### src/sv/assert_macros.svh
// ----------------------------------------------------------------------------
// Assertion macros
// Shared shorthand for the concurrent checks in the RC PWM decoder.
// ----------------------------------------------------------------------------
`ifndef ASSERT_MACROS_SVH
`define ASSERT_MACROS_SVH

// Same-cycle implication, disabled while reset is high.
`define ASSERT_IMPLIES(label, clk, rst, ante, cons, msg) \
  label: assert property (@(posedge clk) disable iff (rst) (ante) |-> (cons)) \
    else $error(msg);

// Next-cycle implication, disabled while reset is high.
`define ASSERT_NEXT(label, clk, rst, ante, cons, msg) \
  label: assert property (@(posedge clk) disable iff (rst) (ante) |=> (cons)) \
    else $error(msg);

`endif

### src/sv/rcpwm_pkg.sv
// ----------------------------------------------------------------------------
// rcpwm_pkg
// Widths, register map, reset values and shared types of the RC PWM decoder.
// ----------------------------------------------------------------------------
`default_nettype none

package rcpwm_pkg;

  localparam int PULSE_W    = 15;
  localparam int TIME_W     = 32;
  localparam int US_W       = 12;
  localparam int ANGLE_W    = 15;
  localparam int RATE_W     = 16;
  localparam int TIMEOUT_W  = 16;
  localparam int SET_W      = 16;
  localparam int CFG_DATA_W = 16;
  localparam int CFG_IDX_W  = 3;

  // Divider datapath: |diff| times full scale, then a 16-bit rounded quotient.
  localparam int MAG_W  = 12;
  localparam int FULL_W = 16;
  localparam int PROD_W = MAG_W + FULL_W;
  localparam int QUO_W  = 16;
  localparam int REM_W  = MAG_W + 1;

  localparam logic [CFG_IDX_W-1:0] REG_CENTER  = 3'd0;
  localparam logic [CFG_IDX_W-1:0] REG_MIN     = 3'd1;
  localparam logic [CFG_IDX_W-1:0] REG_MAX     = 3'd2;
  localparam logic [CFG_IDX_W-1:0] REG_ANGLE   = 3'd3;
  localparam logic [CFG_IDX_W-1:0] REG_YAW     = 3'd4;
  localparam logic [CFG_IDX_W-1:0] REG_MODE    = 3'd5;
  localparam logic [CFG_IDX_W-1:0] REG_TIMEOUT = 3'd6;

  localparam logic [US_W-1:0]      CENTER_RST  = 12'd1500;
  localparam logic [US_W-1:0]      MIN_RST     = 12'd1000;
  localparam logic [US_W-1:0]      MAX_RST     = 12'd2000;
  localparam logic [ANGLE_W-1:0]   ANGLE_RST   = 15'd7680;
  localparam logic [RATE_W-1:0]    YAW_RST     = 16'd46080;
  localparam logic [US_W-1:0]      MODE_RST    = 12'd1700;
  localparam logic [TIMEOUT_W-1:0] TIMEOUT_RST = 16'd500;

  localparam logic [PULSE_W-1:0] PULSE_LO_US   = 15'd900;
  localparam logic [PULSE_W-1:0] PULSE_HI_US   = 15'd2100;
  localparam logic [SET_W-1:0]   THROTTLE_FULL = 16'h8000;

  typedef struct packed {
    logic [US_W-1:0]      center_pulse_us;
    logic [US_W-1:0]      min_pulse_us;
    logic [US_W-1:0]      max_pulse_us;
    logic [ANGLE_W-1:0]   max_angle_q8;
    logic [RATE_W-1:0]    max_yaw_rate_q8;
    logic [US_W-1:0]      mode_threshold_us;
    logic [TIMEOUT_W-1:0] failsafe_timeout_ms;
  } cfg_t;

  typedef struct packed {
    logic              load;
    logic [PROD_W-1:0] num;
    logic [MAG_W-1:0]  den;
  } div_load_t;

  typedef struct packed {
    logic             busy;
    logic             ovf;
    logic [QUO_W-1:0] quo;
  } div_status_t;

endpackage

`default_nettype wire

### src/sv/rcpwm_poll_if.sv
// ----------------------------------------------------------------------------
// rcpwm_poll_if
// Request channel carrying five measured pulse widths and the millisecond time.
// ----------------------------------------------------------------------------
`default_nettype none

interface rcpwm_poll_if;
  logic                         valid;
  logic                         ready;
  logic [rcpwm_pkg::PULSE_W-1:0] roll_pulse_us;
  logic [rcpwm_pkg::PULSE_W-1:0] pitch_pulse_us;
  logic [rcpwm_pkg::PULSE_W-1:0] throttle_pulse_us;
  logic [rcpwm_pkg::PULSE_W-1:0] yaw_pulse_us;
  logic [rcpwm_pkg::PULSE_W-1:0] mode_pulse_us;
  logic [rcpwm_pkg::TIME_W-1:0]  now_ms;

  modport source (
    output valid, roll_pulse_us, pitch_pulse_us, throttle_pulse_us,
    output yaw_pulse_us, mode_pulse_us, now_ms,
    input  ready
  );

  modport sink (
    input  valid, roll_pulse_us, pitch_pulse_us, throttle_pulse_us,
    input  yaw_pulse_us, mode_pulse_us, now_ms,
    output ready
  );
endinterface

`default_nettype wire

### src/sv/rcpwm_result_if.sv
// ----------------------------------------------------------------------------
// rcpwm_result_if
// Result channel carrying the setpoints, mode and frame status.
// ----------------------------------------------------------------------------
`default_nettype none

interface rcpwm_result_if;
  logic                              valid;
  logic                              ready;
  logic signed [rcpwm_pkg::SET_W-1:0] roll_set_q8;
  logic signed [rcpwm_pkg::SET_W-1:0] pitch_set_q8;
  logic        [rcpwm_pkg::SET_W-1:0] throttle_q15;
  logic signed [rcpwm_pkg::SET_W-1:0] yaw_rate_set_q8;
  logic                              land_mode;
  logic                              frame_valid;
  logic                              failsafe;

  modport source (
    output valid, roll_set_q8, pitch_set_q8, throttle_q15, yaw_rate_set_q8,
    output land_mode, frame_valid, failsafe,
    input  ready
  );

  modport sink (
    input  valid, roll_set_q8, pitch_set_q8, throttle_q15, yaw_rate_set_q8,
    input  land_mode, frame_valid, failsafe,
    output ready
  );
endinterface

`default_nettype wire

### src/sv/rcpwm_cfg_regs.sv
// ----------------------------------------------------------------------------
// rcpwm_cfg_regs
// Write-only configuration registers of the RC PWM decoder.
// ----------------------------------------------------------------------------
`default_nettype none

module rcpwm_cfg_regs (
  input  logic                             clk,
  input  logic                             rst,
  input  logic                             cfg_en,
  input  logic [rcpwm_pkg::CFG_IDX_W-1:0]  cfg_index,
  input  logic [rcpwm_pkg::CFG_DATA_W-1:0] cfg_data,
  output rcpwm_pkg::cfg_t                  cfg
);

  always_ff @(posedge clk) begin
    if (rst) begin
      cfg.center_pulse_us     <= rcpwm_pkg::CENTER_RST;
      cfg.min_pulse_us        <= rcpwm_pkg::MIN_RST;
      cfg.max_pulse_us        <= rcpwm_pkg::MAX_RST;
      cfg.max_angle_q8        <= rcpwm_pkg::ANGLE_RST;
      cfg.max_yaw_rate_q8     <= rcpwm_pkg::YAW_RST;
      cfg.mode_threshold_us   <= rcpwm_pkg::MODE_RST;
      cfg.failsafe_timeout_ms <= rcpwm_pkg::TIMEOUT_RST;
    end else if (cfg_en) begin
      case (cfg_index)
        rcpwm_pkg::REG_CENTER:  cfg.center_pulse_us <= cfg_data[rcpwm_pkg::US_W-1:0];
        rcpwm_pkg::REG_MIN:     cfg.min_pulse_us    <= cfg_data[rcpwm_pkg::US_W-1:0];
        rcpwm_pkg::REG_MAX:     cfg.max_pulse_us    <= cfg_data[rcpwm_pkg::US_W-1:0];
        rcpwm_pkg::REG_ANGLE:   cfg.max_angle_q8    <= cfg_data[rcpwm_pkg::ANGLE_W-1:0];
        rcpwm_pkg::REG_YAW:     cfg.max_yaw_rate_q8 <= cfg_data[rcpwm_pkg::RATE_W-1:0];
        rcpwm_pkg::REG_MODE:    cfg.mode_threshold_us <= cfg_data[rcpwm_pkg::US_W-1:0];
        rcpwm_pkg::REG_TIMEOUT: begin
          cfg.failsafe_timeout_ms <= cfg_data[rcpwm_pkg::TIMEOUT_W-1:0];
        end
        default: ;
      endcase
    end
  end

endmodule

`default_nettype wire

### src/sv/rcpwm_div_lane.sv
// ----------------------------------------------------------------------------
// rcpwm_div_lane
// Bit-serial restoring divider giving round(num / den), one quotient bit a cycle.
// ----------------------------------------------------------------------------
`default_nettype none

`include "assert_macros.svh"

module rcpwm_div_lane (
  input  logic                   clk,
  input  logic                   rst,
  input  rcpwm_pkg::div_load_t   ld,
  output rcpwm_pkg::div_status_t st
);

  localparam int QUO_W = rcpwm_pkg::QUO_W;
  localparam int REM_W = rcpwm_pkg::REM_W;
  localparam int N_W   = rcpwm_pkg::PROD_W + 1;
  localparam int CNT_W = $clog2(QUO_W);

  logic             busy;
  logic             ovf;
  logic [CNT_W-1:0] cnt;
  logic [REM_W-1:0] rem;
  logic [REM_W-1:0] d2;
  logic [QUO_W-1:0] nsh;
  logic [QUO_W-1:0] quo;

  // Rounding to nearest: (2n + d) / (2d), with the low quotient bits shifted
  // in one at a time. A quotient of 2^16 or more only needs to be flagged.
  logic [N_W-1:0]   n_full;
  logic [REM_W-1:0] n_hi;
  logic [REM_W-1:0] d2_ld;
  logic             ovf_ld;
  logic [REM_W:0]   trial;
  logic [REM_W:0]   sub;
  logic             fits;

  assign n_full = {ld.num, 1'b0} + N_W'(ld.den);
  assign n_hi   = n_full[N_W-1 -: REM_W];
  assign d2_ld  = {ld.den, 1'b0};
  assign ovf_ld = (n_hi >= d2_ld);
  assign trial  = {rem, nsh[QUO_W-1]};
  assign sub    = trial - {1'b0, d2};
  assign fits   = (trial >= {1'b0, d2});

  always_ff @(posedge clk) begin
    if (rst) begin
      busy <= 1'b0;
      cnt  <= '0;
    end else if (ld.load) begin
      ovf  <= ovf_ld;
      rem  <= n_hi;
      nsh  <= n_full[QUO_W-1:0];
      quo  <= '0;
      d2   <= d2_ld;
      cnt  <= CNT_W'(QUO_W - 1);
      busy <= !ovf_ld;
    end else if (busy) begin
      rem <= fits ? sub[REM_W-1:0] : trial[REM_W-1:0];
      quo <= {quo[QUO_W-2:0], fits};
      nsh <= {nsh[QUO_W-2:0], 1'b0};
      if (cnt == '0) begin
        busy <= 1'b0;
      end else begin
        cnt <= cnt - 1'b1;
      end
    end
  end

  assign st = '{busy: busy, ovf: ovf, quo: quo};

  `ASSERT_IMPLIES(a_no_load_busy, clk, rst, ld.load, !busy, "load while busy")
  `ASSERT_IMPLIES(a_rem_below_div, clk, rst, busy, rem < d2, "remainder not below divisor")
  `ASSERT_NEXT(a_load_starts, clk, rst, ld.load, busy || ovf, "load did not start")

endmodule

`default_nettype wire

### src/sv/rc_pwm_channel_decoder_failsafe.sv
// ----------------------------------------------------------------------------
// rc_pwm_channel_decoder_failsafe
// A valid poll passes the range check, the products, the 16-step bit-serial
// dividers and the mapping step before its result is loaded; a poll that fails
// the range check goes from the check straight to loading its result.
// One poll at a time: the next is taken the cycle after the result is loaded;
// a result still waiting at the output holds the next one in its last step.
// Synchronous reset restores the register defaults, clears the held setpoints
// and raises failsafe.
// ----------------------------------------------------------------------------
`default_nettype none

`include "assert_macros.svh"

module rc_pwm_channel_decoder_failsafe (
  input  logic                             clk,
  input  logic                             rst,
  input  logic                             cfg_en,
  input  logic [rcpwm_pkg::CFG_IDX_W-1:0]  cfg_index,
  input  logic [rcpwm_pkg::CFG_DATA_W-1:0] cfg_data,
  rcpwm_poll_if.sink                       poll,
  rcpwm_result_if.source                   result
);

  localparam int NUM_CH  = 4;
  localparam int IDX_W   = $clog2(NUM_CH + 1);
  localparam int CH_W    = $clog2(NUM_CH);
  localparam int US_W    = rcpwm_pkg::US_W;
  localparam int MAG_W   = rcpwm_pkg::MAG_W;
  localparam int FULL_W  = rcpwm_pkg::FULL_W;
  localparam int PROD_W  = rcpwm_pkg::PROD_W;
  localparam int SET_W   = rcpwm_pkg::SET_W;
  localparam int QUO_W   = rcpwm_pkg::QUO_W;
  localparam int PULSE_W = rcpwm_pkg::PULSE_W;
  localparam int TIME_W  = rcpwm_pkg::TIME_W;
  localparam int DIFF_W  = US_W + 1;

  localparam logic [CH_W-1:0] CH_ROLL  = 2'd0;
  localparam logic [CH_W-1:0] CH_PITCH = 2'd1;
  localparam logic [CH_W-1:0] CH_THR   = 2'd2;
  localparam logic [CH_W-1:0] CH_YAW   = 2'd3;

  localparam logic [SET_W-1:0] SAT_POS = 16'h7FFF;
  localparam logic [SET_W-1:0] SAT_NEG = 16'h8000;

  typedef enum logic [2:0] {S_IDLE, S_CHECK, S_MUL, S_DIV, S_MAP, S_DONE} state_t;

  rcpwm_pkg::cfg_t        cfg;
  rcpwm_pkg::div_load_t   lane_ld [NUM_CH];
  rcpwm_pkg::div_status_t lane_st [NUM_CH];

  state_t            state;
  logic [IDX_W-1:0]  idx;
  logic [PROD_W-1:0] prod;

  logic [PULSE_W-1:0] p_roll, p_pitch, p_thr, p_yaw, p_mode;
  logic [TIME_W-1:0]  now_reg;

  // Per-channel operands captured at the range check.
  logic [MAG_W-1:0]  ch_mag   [NUM_CH];
  logic [FULL_W-1:0] ch_full  [NUM_CH];
  logic [MAG_W-1:0]  ch_dmag  [NUM_CH];
  logic              ch_neg   [NUM_CH];
  logic              ch_dzero [NUM_CH];
  logic              ch_nzero [NUM_CH];
  logic              thr_le;

  logic [TIME_W-1:0] last_valid_time;
  logic [SET_W-1:0]  held_roll, held_pitch, held_throttle, held_yaw_rate;
  logic              held_mode, valid_flag, failsafe_flag;

  logic              out_valid;
  logic [SET_W-1:0]  out_roll, out_pitch, out_thr, out_yaw;
  logic              out_mode, out_frame, out_fs;

  rcpwm_cfg_regs u_cfg (
    .clk       (clk),
    .rst       (rst),
    .cfg_en    (cfg_en),
    .cfg_index (cfg_index),
    .cfg_data  (cfg_data),
    .cfg       (cfg)
  );

  for (genvar g = 0; g < NUM_CH; g++) begin : g_lane
    assign lane_ld[g].load = (state == S_MUL) && (idx == IDX_W'(g + 1));
    assign lane_ld[g].num  = prod;
    assign lane_ld[g].den  = ch_dmag[g];

    rcpwm_div_lane u_div (
      .clk (clk),
      .rst (rst),
      .ld  (lane_ld[g]),
      .st  (lane_st[g])
    );
  end

  function automatic logic pulse_ok(input logic [PULSE_W-1:0] p);
    pulse_ok = (p >= rcpwm_pkg::PULSE_LO_US) && (p <= rcpwm_pkg::PULSE_HI_US);
  endfunction

  // Saturating signed setpoint; a zero span saturates by sign, or is 0 if nzero.
  function automatic logic [SET_W-1:0] map_signed(input rcpwm_pkg::div_status_t s,
                                                  input logic neg, input logic dzero,
                                                  input logic nzero);
    logic [SET_W-1:0] r;
    if (dzero) begin
      r = nzero ? '0 : (neg ? SAT_NEG : SAT_POS);
    end else if (neg) begin
      r = (s.ovf || s.quo[QUO_W-1]) ? SAT_NEG : SET_W'(~s.quo + 1'b1);
    end else begin
      r = (s.ovf || s.quo >= SAT_POS) ? SAT_POS : s.quo;
    end
    map_signed = r;
  endfunction

  function automatic logic [SET_W-1:0] map_throttle(input rcpwm_pkg::div_status_t s,
                                                    input logic neg, input logic dzero,
                                                    input logic le);
    logic [SET_W-1:0] r;
    if (le || (!dzero && neg)) begin
      r = '0;
    end else if (dzero || s.ovf || s.quo > rcpwm_pkg::THROTTLE_FULL) begin
      r = rcpwm_pkg::THROTTLE_FULL;
    end else begin
      r = s.quo;
    end
    map_throttle = r;
  endfunction

  // Range check, timeout, mode and operand preparation from the captured pulses.
  logic              frame_ok;
  logic              timed_out;
  logic              mode_hi;
  logic              any_busy;
  logic [TIME_W-1:0] elapsed;
  logic [US_W-1:0]   c_p     [NUM_CH];
  logic [DIFF_W-1:0] c_diff  [NUM_CH];
  logic [DIFF_W-1:0] c_den   [NUM_CH];
  logic [MAG_W-1:0]  c_mag   [NUM_CH];
  logic [MAG_W-1:0]  c_dmag  [NUM_CH];
  logic [FULL_W-1:0] c_full  [NUM_CH];
  logic [US_W-1:0]   c_ref;

  always_comb begin
    frame_ok = pulse_ok(p_roll) && pulse_ok(p_pitch) && pulse_ok(p_thr) &&
               pulse_ok(p_yaw) && pulse_ok(p_mode);
    elapsed   = now_reg - last_valid_time;
    timed_out = elapsed > TIME_W'(cfg.failsafe_timeout_ms);
    mode_hi   = p_mode >= PULSE_W'(cfg.mode_threshold_us);

    // A pulse that passed the check is at most 2100, so 12 bits hold it.
    c_p[CH_ROLL]  = p_roll[US_W-1:0];
    c_p[CH_PITCH] = p_pitch[US_W-1:0];
    c_p[CH_THR]   = p_thr[US_W-1:0];
    c_p[CH_YAW]   = p_yaw[US_W-1:0];

    c_full[CH_ROLL]  = FULL_W'(cfg.max_angle_q8);
    c_full[CH_PITCH] = FULL_W'(cfg.max_angle_q8);
    c_full[CH_THR]   = rcpwm_pkg::THROTTLE_FULL;
    c_full[CH_YAW]   = cfg.max_yaw_rate_q8;

    for (int i = 0; i < NUM_CH; i++) begin
      c_ref     = (CH_W'(i) == CH_THR) ? cfg.min_pulse_us : cfg.center_pulse_us;
      c_diff[i] = {1'b0, c_p[i]} - {1'b0, c_ref};
      c_den[i]  = {1'b0, cfg.max_pulse_us} - {1'b0, c_ref};
      c_mag[i]  = c_diff[i][DIFF_W-1] ? MAG_W'(-c_diff[i]) : c_diff[i][MAG_W-1:0];
      c_dmag[i] = c_den[i][DIFF_W-1] ? MAG_W'(-c_den[i]) : c_den[i][MAG_W-1:0];
    end

    any_busy = 1'b0;
    for (int i = 0; i < NUM_CH; i++) begin
      any_busy = any_busy | lane_st[i].busy;
    end
  end

  always_ff @(posedge clk) begin
    if (rst) begin
      state           <= S_IDLE;
      idx             <= '0;
      out_valid       <= 1'b0;
      last_valid_time <= '0;
      held_roll       <= '0;
      held_pitch      <= '0;
      held_throttle   <= '0;
      held_yaw_rate   <= '0;
      held_mode       <= 1'b0;
      valid_flag      <= 1'b0;
      failsafe_flag   <= 1'b1;
    end else begin
      // In S_DONE the output register is either reloaded or left waiting.
      if (out_valid && result.ready && state != S_DONE) begin
        out_valid <= 1'b0;
      end

      case (state)
        S_IDLE: begin
          if (poll.valid) begin
            p_roll  <= poll.roll_pulse_us;
            p_pitch <= poll.pitch_pulse_us;
            p_thr   <= poll.throttle_pulse_us;
            p_yaw   <= poll.yaw_pulse_us;
            p_mode  <= poll.mode_pulse_us;
            now_reg <= poll.now_ms;
            state   <= S_CHECK;
          end
        end

        S_CHECK: begin
          if (frame_ok) begin
            valid_flag      <= 1'b1;
            failsafe_flag   <= 1'b0;
            last_valid_time <= now_reg;
            held_mode       <= mode_hi;
            for (int i = 0; i < NUM_CH; i++) begin
              ch_mag[i]   <= c_mag[i];
              ch_full[i]  <= c_full[i];
              ch_dmag[i]  <= c_dmag[i];
              ch_neg[i]   <= c_diff[i][DIFF_W-1] ^ c_den[i][DIFF_W-1];
              ch_dzero[i] <= (c_den[i] == '0);
              ch_nzero[i] <= (c_mag[i] == '0) || (c_full[i] == '0);
            end
            thr_le <= c_diff[CH_THR][DIFF_W-1] || (c_diff[CH_THR] == '0);
            idx    <= '0;
            state  <= S_MUL;
          end else begin
            valid_flag <= 1'b0;
            if (timed_out) begin
              failsafe_flag <= 1'b1;
            end
            state <= S_DONE;
          end
        end

        // One product per cycle; lane k loads its product in the following cycle.
        S_MUL: begin
          if (idx < IDX_W'(NUM_CH)) begin
            prod <= PROD_W'(ch_mag[idx[CH_W-1:0]]) *
                    PROD_W'(ch_full[idx[CH_W-1:0]]);
            idx  <= idx + 1'b1;
          end else begin
            state <= S_DIV;
          end
        end

        S_DIV: begin
          if (!any_busy) begin
            state <= S_MAP;
          end
        end

        S_MAP: begin
          held_roll <= map_signed(lane_st[CH_ROLL], ch_neg[CH_ROLL],
                                  ch_dzero[CH_ROLL], ch_nzero[CH_ROLL]);
          held_pitch <= map_signed(lane_st[CH_PITCH], ch_neg[CH_PITCH],
                                   ch_dzero[CH_PITCH], ch_nzero[CH_PITCH]);
          held_yaw_rate <= map_signed(lane_st[CH_YAW], ch_neg[CH_YAW],
                                      ch_dzero[CH_YAW], ch_nzero[CH_YAW]);
          held_throttle <= map_throttle(lane_st[CH_THR], ch_neg[CH_THR],
                                        ch_dzero[CH_THR], thr_le);
          state <= S_DONE;
        end

        S_DONE: begin
          if (!out_valid || result.ready) begin
            out_roll  <= held_roll;
            out_pitch <= held_pitch;
            out_thr   <= held_throttle;
            out_yaw   <= held_yaw_rate;
            out_mode  <= held_mode;
            out_frame <= valid_flag;
            out_fs    <= failsafe_flag;
            out_valid <= 1'b1;
            state     <= S_IDLE;
          end
        end

        default: state <= S_IDLE;
      endcase
    end
  end

  assign poll.ready = (state == S_IDLE);

  assign result.valid           = out_valid;
  assign result.roll_set_q8     = $signed(out_roll);
  assign result.pitch_set_q8    = $signed(out_pitch);
  assign result.throttle_q15    = out_thr;
  assign result.yaw_rate_set_q8 = $signed(out_yaw);
  assign result.land_mode       = out_mode;
  assign result.frame_valid     = out_frame;
  assign result.failsafe        = out_fs;

  `ASSERT_IMPLIES(a_valid_clears_fs, clk, rst, out_valid && out_frame, !out_fs,
                  "valid frame reported with failsafe")
  `ASSERT_IMPLIES(a_thr_range, clk, rst, out_valid, out_thr <= rcpwm_pkg::THROTTLE_FULL,
                  "throttle above full scale")
  `ASSERT_IMPLIES(a_idle_lanes, clk, rst, poll.ready, !any_busy,
                  "request taken while a divider is busy")

endmodule

`default_nettype wire
### src/flat_wrapper.sv
// flat-port wrapper written by rule: the top's interface ports become plain ports
module rc_pwm_channel_decoder_failsafe_flat 
  (clk, rst, cfg_en, cfg_index, cfg_data, poll_valid, poll_roll_pulse_us, poll_pitch_pulse_us, poll_throttle_pulse_us, poll_yaw_pulse_us, poll_mode_pulse_us, poll_now_ms, poll_ready, result_valid, result_roll_set_q8, result_pitch_set_q8, result_throttle_q15, result_yaw_rate_set_q8, result_land_mode, result_frame_valid, result_failsafe, result_ready);
  rcpwm_poll_if poll_i ();
  rcpwm_result_if result_i ();
  input  logic clk;
  input  logic rst;
  input  logic cfg_en;
  input  logic [rcpwm_pkg::CFG_IDX_W-1:0] cfg_index;
  input  logic [rcpwm_pkg::CFG_DATA_W-1:0] cfg_data;
  input wire logic [$bits(poll_i.valid)-1:0] poll_valid;
  input wire logic [$bits(poll_i.roll_pulse_us)-1:0] poll_roll_pulse_us;
  input wire logic [$bits(poll_i.pitch_pulse_us)-1:0] poll_pitch_pulse_us;
  input wire logic [$bits(poll_i.throttle_pulse_us)-1:0] poll_throttle_pulse_us;
  input wire logic [$bits(poll_i.yaw_pulse_us)-1:0] poll_yaw_pulse_us;
  input wire logic [$bits(poll_i.mode_pulse_us)-1:0] poll_mode_pulse_us;
  input wire logic [$bits(poll_i.now_ms)-1:0] poll_now_ms;
  output wire logic [$bits(poll_i.ready)-1:0] poll_ready;
  output wire logic [$bits(result_i.valid)-1:0] result_valid;
  output wire logic [$bits(result_i.roll_set_q8)-1:0] result_roll_set_q8;
  output wire logic [$bits(result_i.pitch_set_q8)-1:0] result_pitch_set_q8;
  output wire logic [$bits(result_i.throttle_q15)-1:0] result_throttle_q15;
  output wire logic [$bits(result_i.yaw_rate_set_q8)-1:0] result_yaw_rate_set_q8;
  output wire logic [$bits(result_i.land_mode)-1:0] result_land_mode;
  output wire logic [$bits(result_i.frame_valid)-1:0] result_frame_valid;
  output wire logic [$bits(result_i.failsafe)-1:0] result_failsafe;
  input wire logic [$bits(result_i.ready)-1:0] result_ready;
  assign poll_i.valid = poll_valid;
  assign poll_i.roll_pulse_us = poll_roll_pulse_us;
  assign poll_i.pitch_pulse_us = poll_pitch_pulse_us;
  assign poll_i.throttle_pulse_us = poll_throttle_pulse_us;
  assign poll_i.yaw_pulse_us = poll_yaw_pulse_us;
  assign poll_i.mode_pulse_us = poll_mode_pulse_us;
  assign poll_i.now_ms = poll_now_ms;
  assign poll_ready = poll_i.ready;
  assign result_valid = result_i.valid;
  assign result_roll_set_q8 = result_i.roll_set_q8;
  assign result_pitch_set_q8 = result_i.pitch_set_q8;
  assign result_throttle_q15 = result_i.throttle_q15;
  assign result_yaw_rate_set_q8 = result_i.yaw_rate_set_q8;
  assign result_land_mode = result_i.land_mode;
  assign result_frame_valid = result_i.frame_valid;
  assign result_failsafe = result_i.failsafe;
  assign result_i.ready = result_ready;
  rc_pwm_channel_decoder_failsafe u_core (.clk(clk), .rst(rst), .cfg_en(cfg_en), .cfg_index(cfg_index), .cfg_data(cfg_data), .poll(poll_i), .result(result_i));
endmodule
### config.mk
export PLATFORM = sky130hd
export DESIGN_NAME = rc_pwm_channel_decoder_failsafe_flat
export DESIGN_NICKNAME = d
export VERILOG_FILES = /design/src/sv/rcpwm_pkg.sv /design/src/sv/rcpwm_poll_if.sv /design/src/sv/rcpwm_result_if.sv /design/src/sv/rcpwm_cfg_regs.sv /design/src/sv/rcpwm_div_lane.sv /design/src/sv/rc_pwm_channel_decoder_failsafe.sv /design/src/flat_wrapper.sv
export VERILOG_INCLUDE_DIRS = /design/src /design/src/sv
export SDC_FILE = /design/constraint.sdc
export NUM_CORES = 2
export LEC_CHECK = 0
export BUFFER_PORTS_ARGS = -buffer_cell sky130_fd_sc_hd__clkbuf_2
export CORE_UTILIZATION = 55
export CTS_CLUSTER_SIZE = 20
export DETAILED_ROUTE_END_ITERATION = 6
export PLACE_DENSITY_LB_ADDON = 0.2
export SLEW_MARGIN = 25
export SYNTH_ARGS = -nofsm -noshare
export SYNTH_HDL_FRONTEND = slang
export SYNTH_SLANG_ARGS = --single-unit
export TNS_END_PERCENT = 1
### constraint.sdc
create_clock -name clk -period 11.7 [get_ports clk]
set_input_delay 1.17 -clock clk [delete_from_list [all_inputs] [get_ports clk]]
set_output_delay 1.17 -clock clk [all_outputs]
set_load 0.02 [all_outputs]
== Word level (Yosys, flattened, before mapping) ==
Memories as Yosys holds them, arrays and structs flattened. A register that Yosys moved wholly into a read port is not among the register bits.
Cells that the tools add are included.
W data, S select, Z words.
Operators by class
  bitwise logic cells: 11
  multiplexer cells: 96
  add/subtract/negate cells: 29
  reduce and logical (&&, ||, !) cells: 84
  equality and inequality tests: 26
  multiply operators: 1
  $lt $le $gt $ge: 25
Operators with widths (number)
  $mux W16: 32
  $mux W13: 12
  $add A29 B12 Y29: 4
  $sub A12 B12 Y13: 6
  $ge A15 B10 Y1 const B: 5
  $le A15 B12 Y1 const B: 5
  $mux W12: 6
  $neg A12 Y12: 6
  $ge A14 B13 Y1: 4
  $ge A13 B13 Y1: 4
  $sub A13 B13 Y13: 4
  $add A16 B1 Y16 const B: 3
  $ge A16 B15 Y1 const B: 3
  $logic_not A12 Y1: 4
  $mux W4: 12
  $not A16 Y16: 3
  $reduce_and A2 Y1: 21
  $logic_not A13 Y1: 3
  $gt A32 B16 Y1: 1
  $logic_not A16 Y1: 2
  $sub A32 B32 Y32: 1
  $mul A12 B16 Y28: 1
  $mux W1: 21
  $mux W3: 7
  other kinds (25): 102
Word-level totals
  memory bits (writable): 172
  register bits: 656
  input bits: 131
  logic and storage cells: 339
  output and inout port bits: 69
  memories: 6
Memory list
  u_core.ch_full: depth 4, bits a word 16, rd ports 1, clocked after memory_dff 1, wr ports 4, line rc_pwm_channel_decoder_failsafe.sv:61  | logic [FULL_W-1:0] ch_full [NUM_CH];
  u_core.ch_dmag: depth 4, bits a word 12, rd ports 4, clocked after memory_dff 0, wr ports 4, line rc_pwm_channel_decoder_failsafe.sv:62  | logic [MAG_W-1:0] ch_dmag [NUM_CH];
  u_core.ch_mag: depth 4, bits a word 12, rd ports 1, clocked after memory_dff 1, wr ports 4, line rc_pwm_channel_decoder_failsafe.sv:60  | logic [MAG_W-1:0] ch_mag [NUM_CH];
  u_core.ch_dzero: depth 4, bits a word 1, rd ports 4, clocked after memory_dff 0, wr ports 4, line rc_pwm_channel_decoder_failsafe.sv:64  | logic ch_dzero [NUM_CH];
  u_core.ch_neg: depth 4, bits a word 1, rd ports 4, clocked after memory_dff 0, wr ports 4, line rc_pwm_channel_decoder_failsafe.sv:63  | logic ch_neg [NUM_CH];
  u_core.ch_nzero: depth 4, bits a word 1, rd ports 3, clocked after memory_dff 0, wr ports 4, line rc_pwm_channel_decoder_failsafe.sv:65  | logic ch_nzero [NUM_CH];

== Depth between registers and ports, before layout ==
  depth after elaboration: 10
  mapped depth: 28
  gate-level depth less buffers: 25

== Modules after synthesis ==
Synthesis repeated with hierarchy kept, for this count alone.
Second synthesis, totals
  cell total of the unflattened synthesis: 4962
  area total of the unflattened synthesis: 50277.0 um^2
Modules (own cells, without submodules)
  rc_pwm_channel_decoder_failsafe: cells each 2887, area an instance 28675.0 um^2, times used 1
  rcpwm_div_lane (u_core.g_lane[3].u_div): cells each 435, area an instance 4513.1 um^2, times used 1
  rcpwm_div_lane (u_core.g_lane[2].u_div): cells each 441, area an instance 4470.5 um^2, times used 1
  rcpwm_div_lane (u_core.g_lane[1].u_div): cells each 428, area an instance 4423.0 um^2, times used 1
  rcpwm_div_lane (u_core.g_lane[0].u_div): cells each 415, area an instance 4406.7 um^2, times used 1
  rcpwm_cfg_regs: cells each 356, area an instance 3788.6 um^2, times used 1

== Least setup slack after synthesis ==
No wires, ideal clock.
  path kind: input to register
  start point: input rst
  end point: register u_core.out_fs (netlist: u_core.result.failsafe) (enable)
  setup time: 0.588 ns
  arrival: 6.501 ns
  path slack: 4.611 ns
  stages on the path: 3
  cells stage by stage: clkbuf_1 -> clkbuf_1 -> nor3b_1
On the way
  word-level cells in the longest chain between the ends: 2
RTL lines
  start: declaration: line flat_wrapper.sv:7  | input logic rst;
  $not A1 Y1 (no source line)
  $reduce_and A3 Y1 (no source line)
  end signal: assignment: line rc_pwm_channel_decoder_failsafe.sv:272  | out_fs <= failsafe_flag;
  end: declaration: line rc_pwm_channel_decoder_failsafe.sv:74  | logic out_mode, out_frame, out_fs;
No other way between the ends.
A chain may end at the register's enable or synchronous reset.

==> summary.txt <==
Yosys
  – Yosys reg bits: 770
  – Synthesized area: 46,690 µm²
  – Ys async rst share: 0%
  – Top area cells in the synthesized netlist: edfxtp_1, dfxtp_1, ha_1
  – Mean area per synthesized cell: a little under 10 µm²
  – Synth Area in Compound Gates: between 10% and 20%
  – Simple-Gate Fraction of Synth Area: roughly 16%
  – Sequential fraction of the synthesis area: between 40% and 50%
  – Largest family of logic cells by synthesized area: simple AND/OR/NAND/NOR gates
  – Synth Flop Type: edfxtp_1
  – Post-synth top area share: between 30% and 40%
  – EDFF count, synth: around 550
  – Dominant cell type by area after synthesis: edfxtp_1
  – Unique masters post-synth: between 80 and 90
  – Adder-Cell Fraction of Synth Area: 14.92%
  – Xor and xnor area share after synthesis: 4.368%
  – Post-synthesis mux area share: 2.843%
  – Syn nets: roughly 5,300
  – Yosys Warn Count: 0
  – Synth Instances: between 4,000 and 5,000

Power
  – Overall power: between 6 and 7 mW
  – VDD IR max: approximately 130 µV
  – Pwr/cell area: between 100 and 150 nW/µm²
  – P_leak: 20.85 nW

Setup path
  – Critical path peak fanout: between 40 and 50
  – Critical path class: register to register
  – Reg2reg end: u_core.prod[27]
  – Worst setup EP type: register
  – Worst setup SP type: register
  – Worst EP arrival: between 8 and 9 ns
  – R2r worst-path depth: 22
  – R2r setup slk: approximately 4 ns
  – CP required: 12.09 ns

Clocking
  – Clock Pin Slew Worst Setup and Hold Paths: approximately 0.060 ns
  – CTS sink cnt: 770
  – H-tree levels: 3
  – Post CTS Setup Buffer Count: 0
  – Hold buffers post-CTS: 0
  – Root Buffer: clkbuf_16
  – Total CTS buffers: 80
  – Clock buffer depth: 3
  – Post_cts resized: 0
  – Clock latency on the worst-skew pair: between 0.6 and 0.7 ns
  – CTS tree: yes

Route
  – Met2 WL: around 56,000 µm
  – Via count: about 35,000
  – Met3 WL: 5737 µm
  – Post-route DRC violation count: 0
  – Met1 WL: 49,590 µm
  – Initial DRC Count: about 2,600
  – Highest metal used: met5
  – Final ANT Viol Nets: 0
  – Final WL: roughly 120,000 µm
  – Drt wl/cell: between 15 and 20 µm
  – Via density: between 5 and 6
  – TritonRoute pass-1 iters: 5

GRT
  – Initial antenna violation count: 5
  – All-layer global routing usage: between 20 and 30%
  – Vias in the first global route: ~33,000
  – Grt ovf: 0
  – Largest net degree at the start of global routing: between 100 and 150
  – First-pass GRT wire length: 181,300 µm

Finish
  – Top flop regs: u_core.u_cfg.cfg x95, u_core.g_lane.u_div.nsh x64, u_core.g_lane.u_div.quo x64
  – Area of the multi-input gates: ~24,000 µm²
  – Fillers: roughly 7,000
  – FF/Latch Area: approximately 21,000 µm²
  – Fin nets: between 5,000 and 6,000
  – Area Growth Syn to Fin: 10.74%
  – Largest register FFs: 95
  – Share of cells above drive strength 1: roughly 9.7%
  – Biggest register: u_core.u_cfg.cfg

Placed design
  – Final Wtd Congestion: 0.9533
  – Dpl hpwl: about 86,000 µm
  – IO buf count: between 150 and 200

Timing
  – Fmax: about 0.13 GHz
  – Slew Viols, Final: 0
  – Slew headroom: 32.30%
  – Slew @ Worst Pin: about 1.0 ns
  – Minimum clock period: ~7.7 ns
  – Final Hold Viols: 0
  – RSZ-0062 raised after global routing: no
  – Skew final: approximately 0.023 ns
  – Crit share post-route: between 60% and 70%
  – Setup violators final: 0
  – Setup TNS: 0 ns

Worst hold path
  – Hold path cells: 0
  – Hold EP: u_core.result.yaw_rate_set_q8[2]
  – Beginning of the worst hold path: u_core.held_yaw_rate[2]
  – Worst hold path type: register to register

Floorplanning
  – Row cnt: 106
  – Core footprint: 83,820 µm²
  – Initial Util: about 56%
  – Die footprint: about 86,000 µm²
  – Ports: 200
  – Die height: a little under 300 µm
  – Die width: 293.4 µm

Flow run
  – Max-cap viol count: 0

Outcome
  – Status: completed
==> placed cells by master, fill, tap and decap left out, drive strengths merged, types with 28 or more instances in the layout <==
cell	instances
nor2b	46
nand2b	45
nand2	572
a31oi	30
xnor2	157
fa	153
dfxtp	223
buf	40
nand3b	28
or3	28
nor3	142
nor2	445
o21a	55
ha	312
a21o	61
a21oi	298
nor4	41
mux2	39
mux2i	73
xor2	75
edfxtp	547
o31ai	29
o21ai	219
nand4	39
inv	465
and2	98
clkbuf	304
nand3	78
==> cells in the mapped netlist, types with 17 or more instances <==
cell type	n
o21bai_1	20
nor4_1	40
o21ai_1	17
inv_1	462
nor2_1	445
clkbuf_1	150
o21a_1	55
nand2_1	572
nand3_1	78
a22oi_1	22
nand3b_1	28
fa_1	153
nor3_1	142
a31oi_1	30
or3_1	27
nand4_1	39
dfxtp_1	223
a211oi_1	19
edfxtp_1	547
a21oi_1	297
mux2i_1	73
nand2b_1	45
o31ai_1	27
a21o_1	61
and2_1	98
xnor2_1	157
nor2b_1	46
mux2_2	39
o21ai_0	199
ha_1	312
xor2_1	74
and3_1	24
==> layout make-up <==
type | instances | area share [%]
well taps | 1134 | 2.744
clock buffers | 106 | 4.298
diodes | 2 | 0.009680
repair buffers | 238 | 2.577
multi-input cells | 3342 | 45.54
flip-flops and latches | 770 | 40.41
clock inverters | 44 | 1.062
inverters | 462 | 3.354
==> power by group <==
part           switching, mW  internal, mW
sequential            0.0427          2.99
clock                   1.10          1.57
combinational          0.336         0.205
total                   1.48          4.77
==> cell families (layout without fill, tap and decap cells) <==
| family | Yosys count | count (layout) |
|---|---|---|
| adder cells (fa/ha/maj) | 465 | 465 |
| other | 0 | 2 |
| AO/OA/AOI/OAI | 888 | 888 |
| multiplexers | 119 | 119 |
| AND/OR/NAND/NOR | 1638 | 1638 |
| flip-flops | 770 | 770 |
| XOR/XNOR | 232 | 232 |
| buffers and inverters | 626 | 850 |
==> through the flow <==
| stage | instances | setup WS [ns] | hold WS (ns) | cell area, µm² | util [%] |
|---|---|---|---|---|---|
| after detailed placement | 5944 | 4.008 | 0.4153 | 48860 | 58.29 |
| final | 6098 | 4.018 | 0.4280 | 51700 | 61.68 |
| after CTS | 6094 | 4.009 | 0.4297 | 51630 | 61.59 |
| after global placement | 5943 | 4.153 | 0.4134 | 48840 | 58.27 |
| after floorplan | 4738 | 4.611 | 0.4081 | 46690 | - |
| after global routing | 6097 | 3.538 | 0.4347 | 51700 | 61.68 |
==> critical path: stages (launching register included) <==
cell	delay (ns)
dfxtp_2	0.93
and2_1	0.57
nand2_1	0.14
o21ai_1	0.44
nand2_1	0.19
fa_1	0.52
inv_1	0.05
fa_1	0.49
inv_1	0.05
fa_1	0.46
fa_1	0.52
fa_1	0.54
inv_1	0.04
ha_1	0.34
a2111oi_0	0.33
o21ai_0	0.24
a31o_2	0.25
a21oi_1	0.24
o21ai_0	0.24
a21oi_1	0.29
a21oi_1	0.16
a211oi_1	0.27
xnor2_1	0.12
==> routing by layer <==
layer	vias up	global-route usage, %
met4	8	8.549
met3	220	3.797
li1	16809	-
met2	960	45.81
met1	16602	35.01
met5	-	0
==> worst max path at each step <==
stage                   from  slack, ns  depth (start not counted)                endpoint
floorplan                rst       4.61                          3  u_core.result.failsafe
global placement    register       4.15                         22         u_core.prod[27]
detailed placement  register       4.01                         22         u_core.prod[27]
CTS                 register       4.01                         22         u_core.prod[27]
global route        register       3.54                         22         u_core.prod[27]
finish              register       4.02                         22         u_core.prod[27]
(Power assumes the default switching activity.)
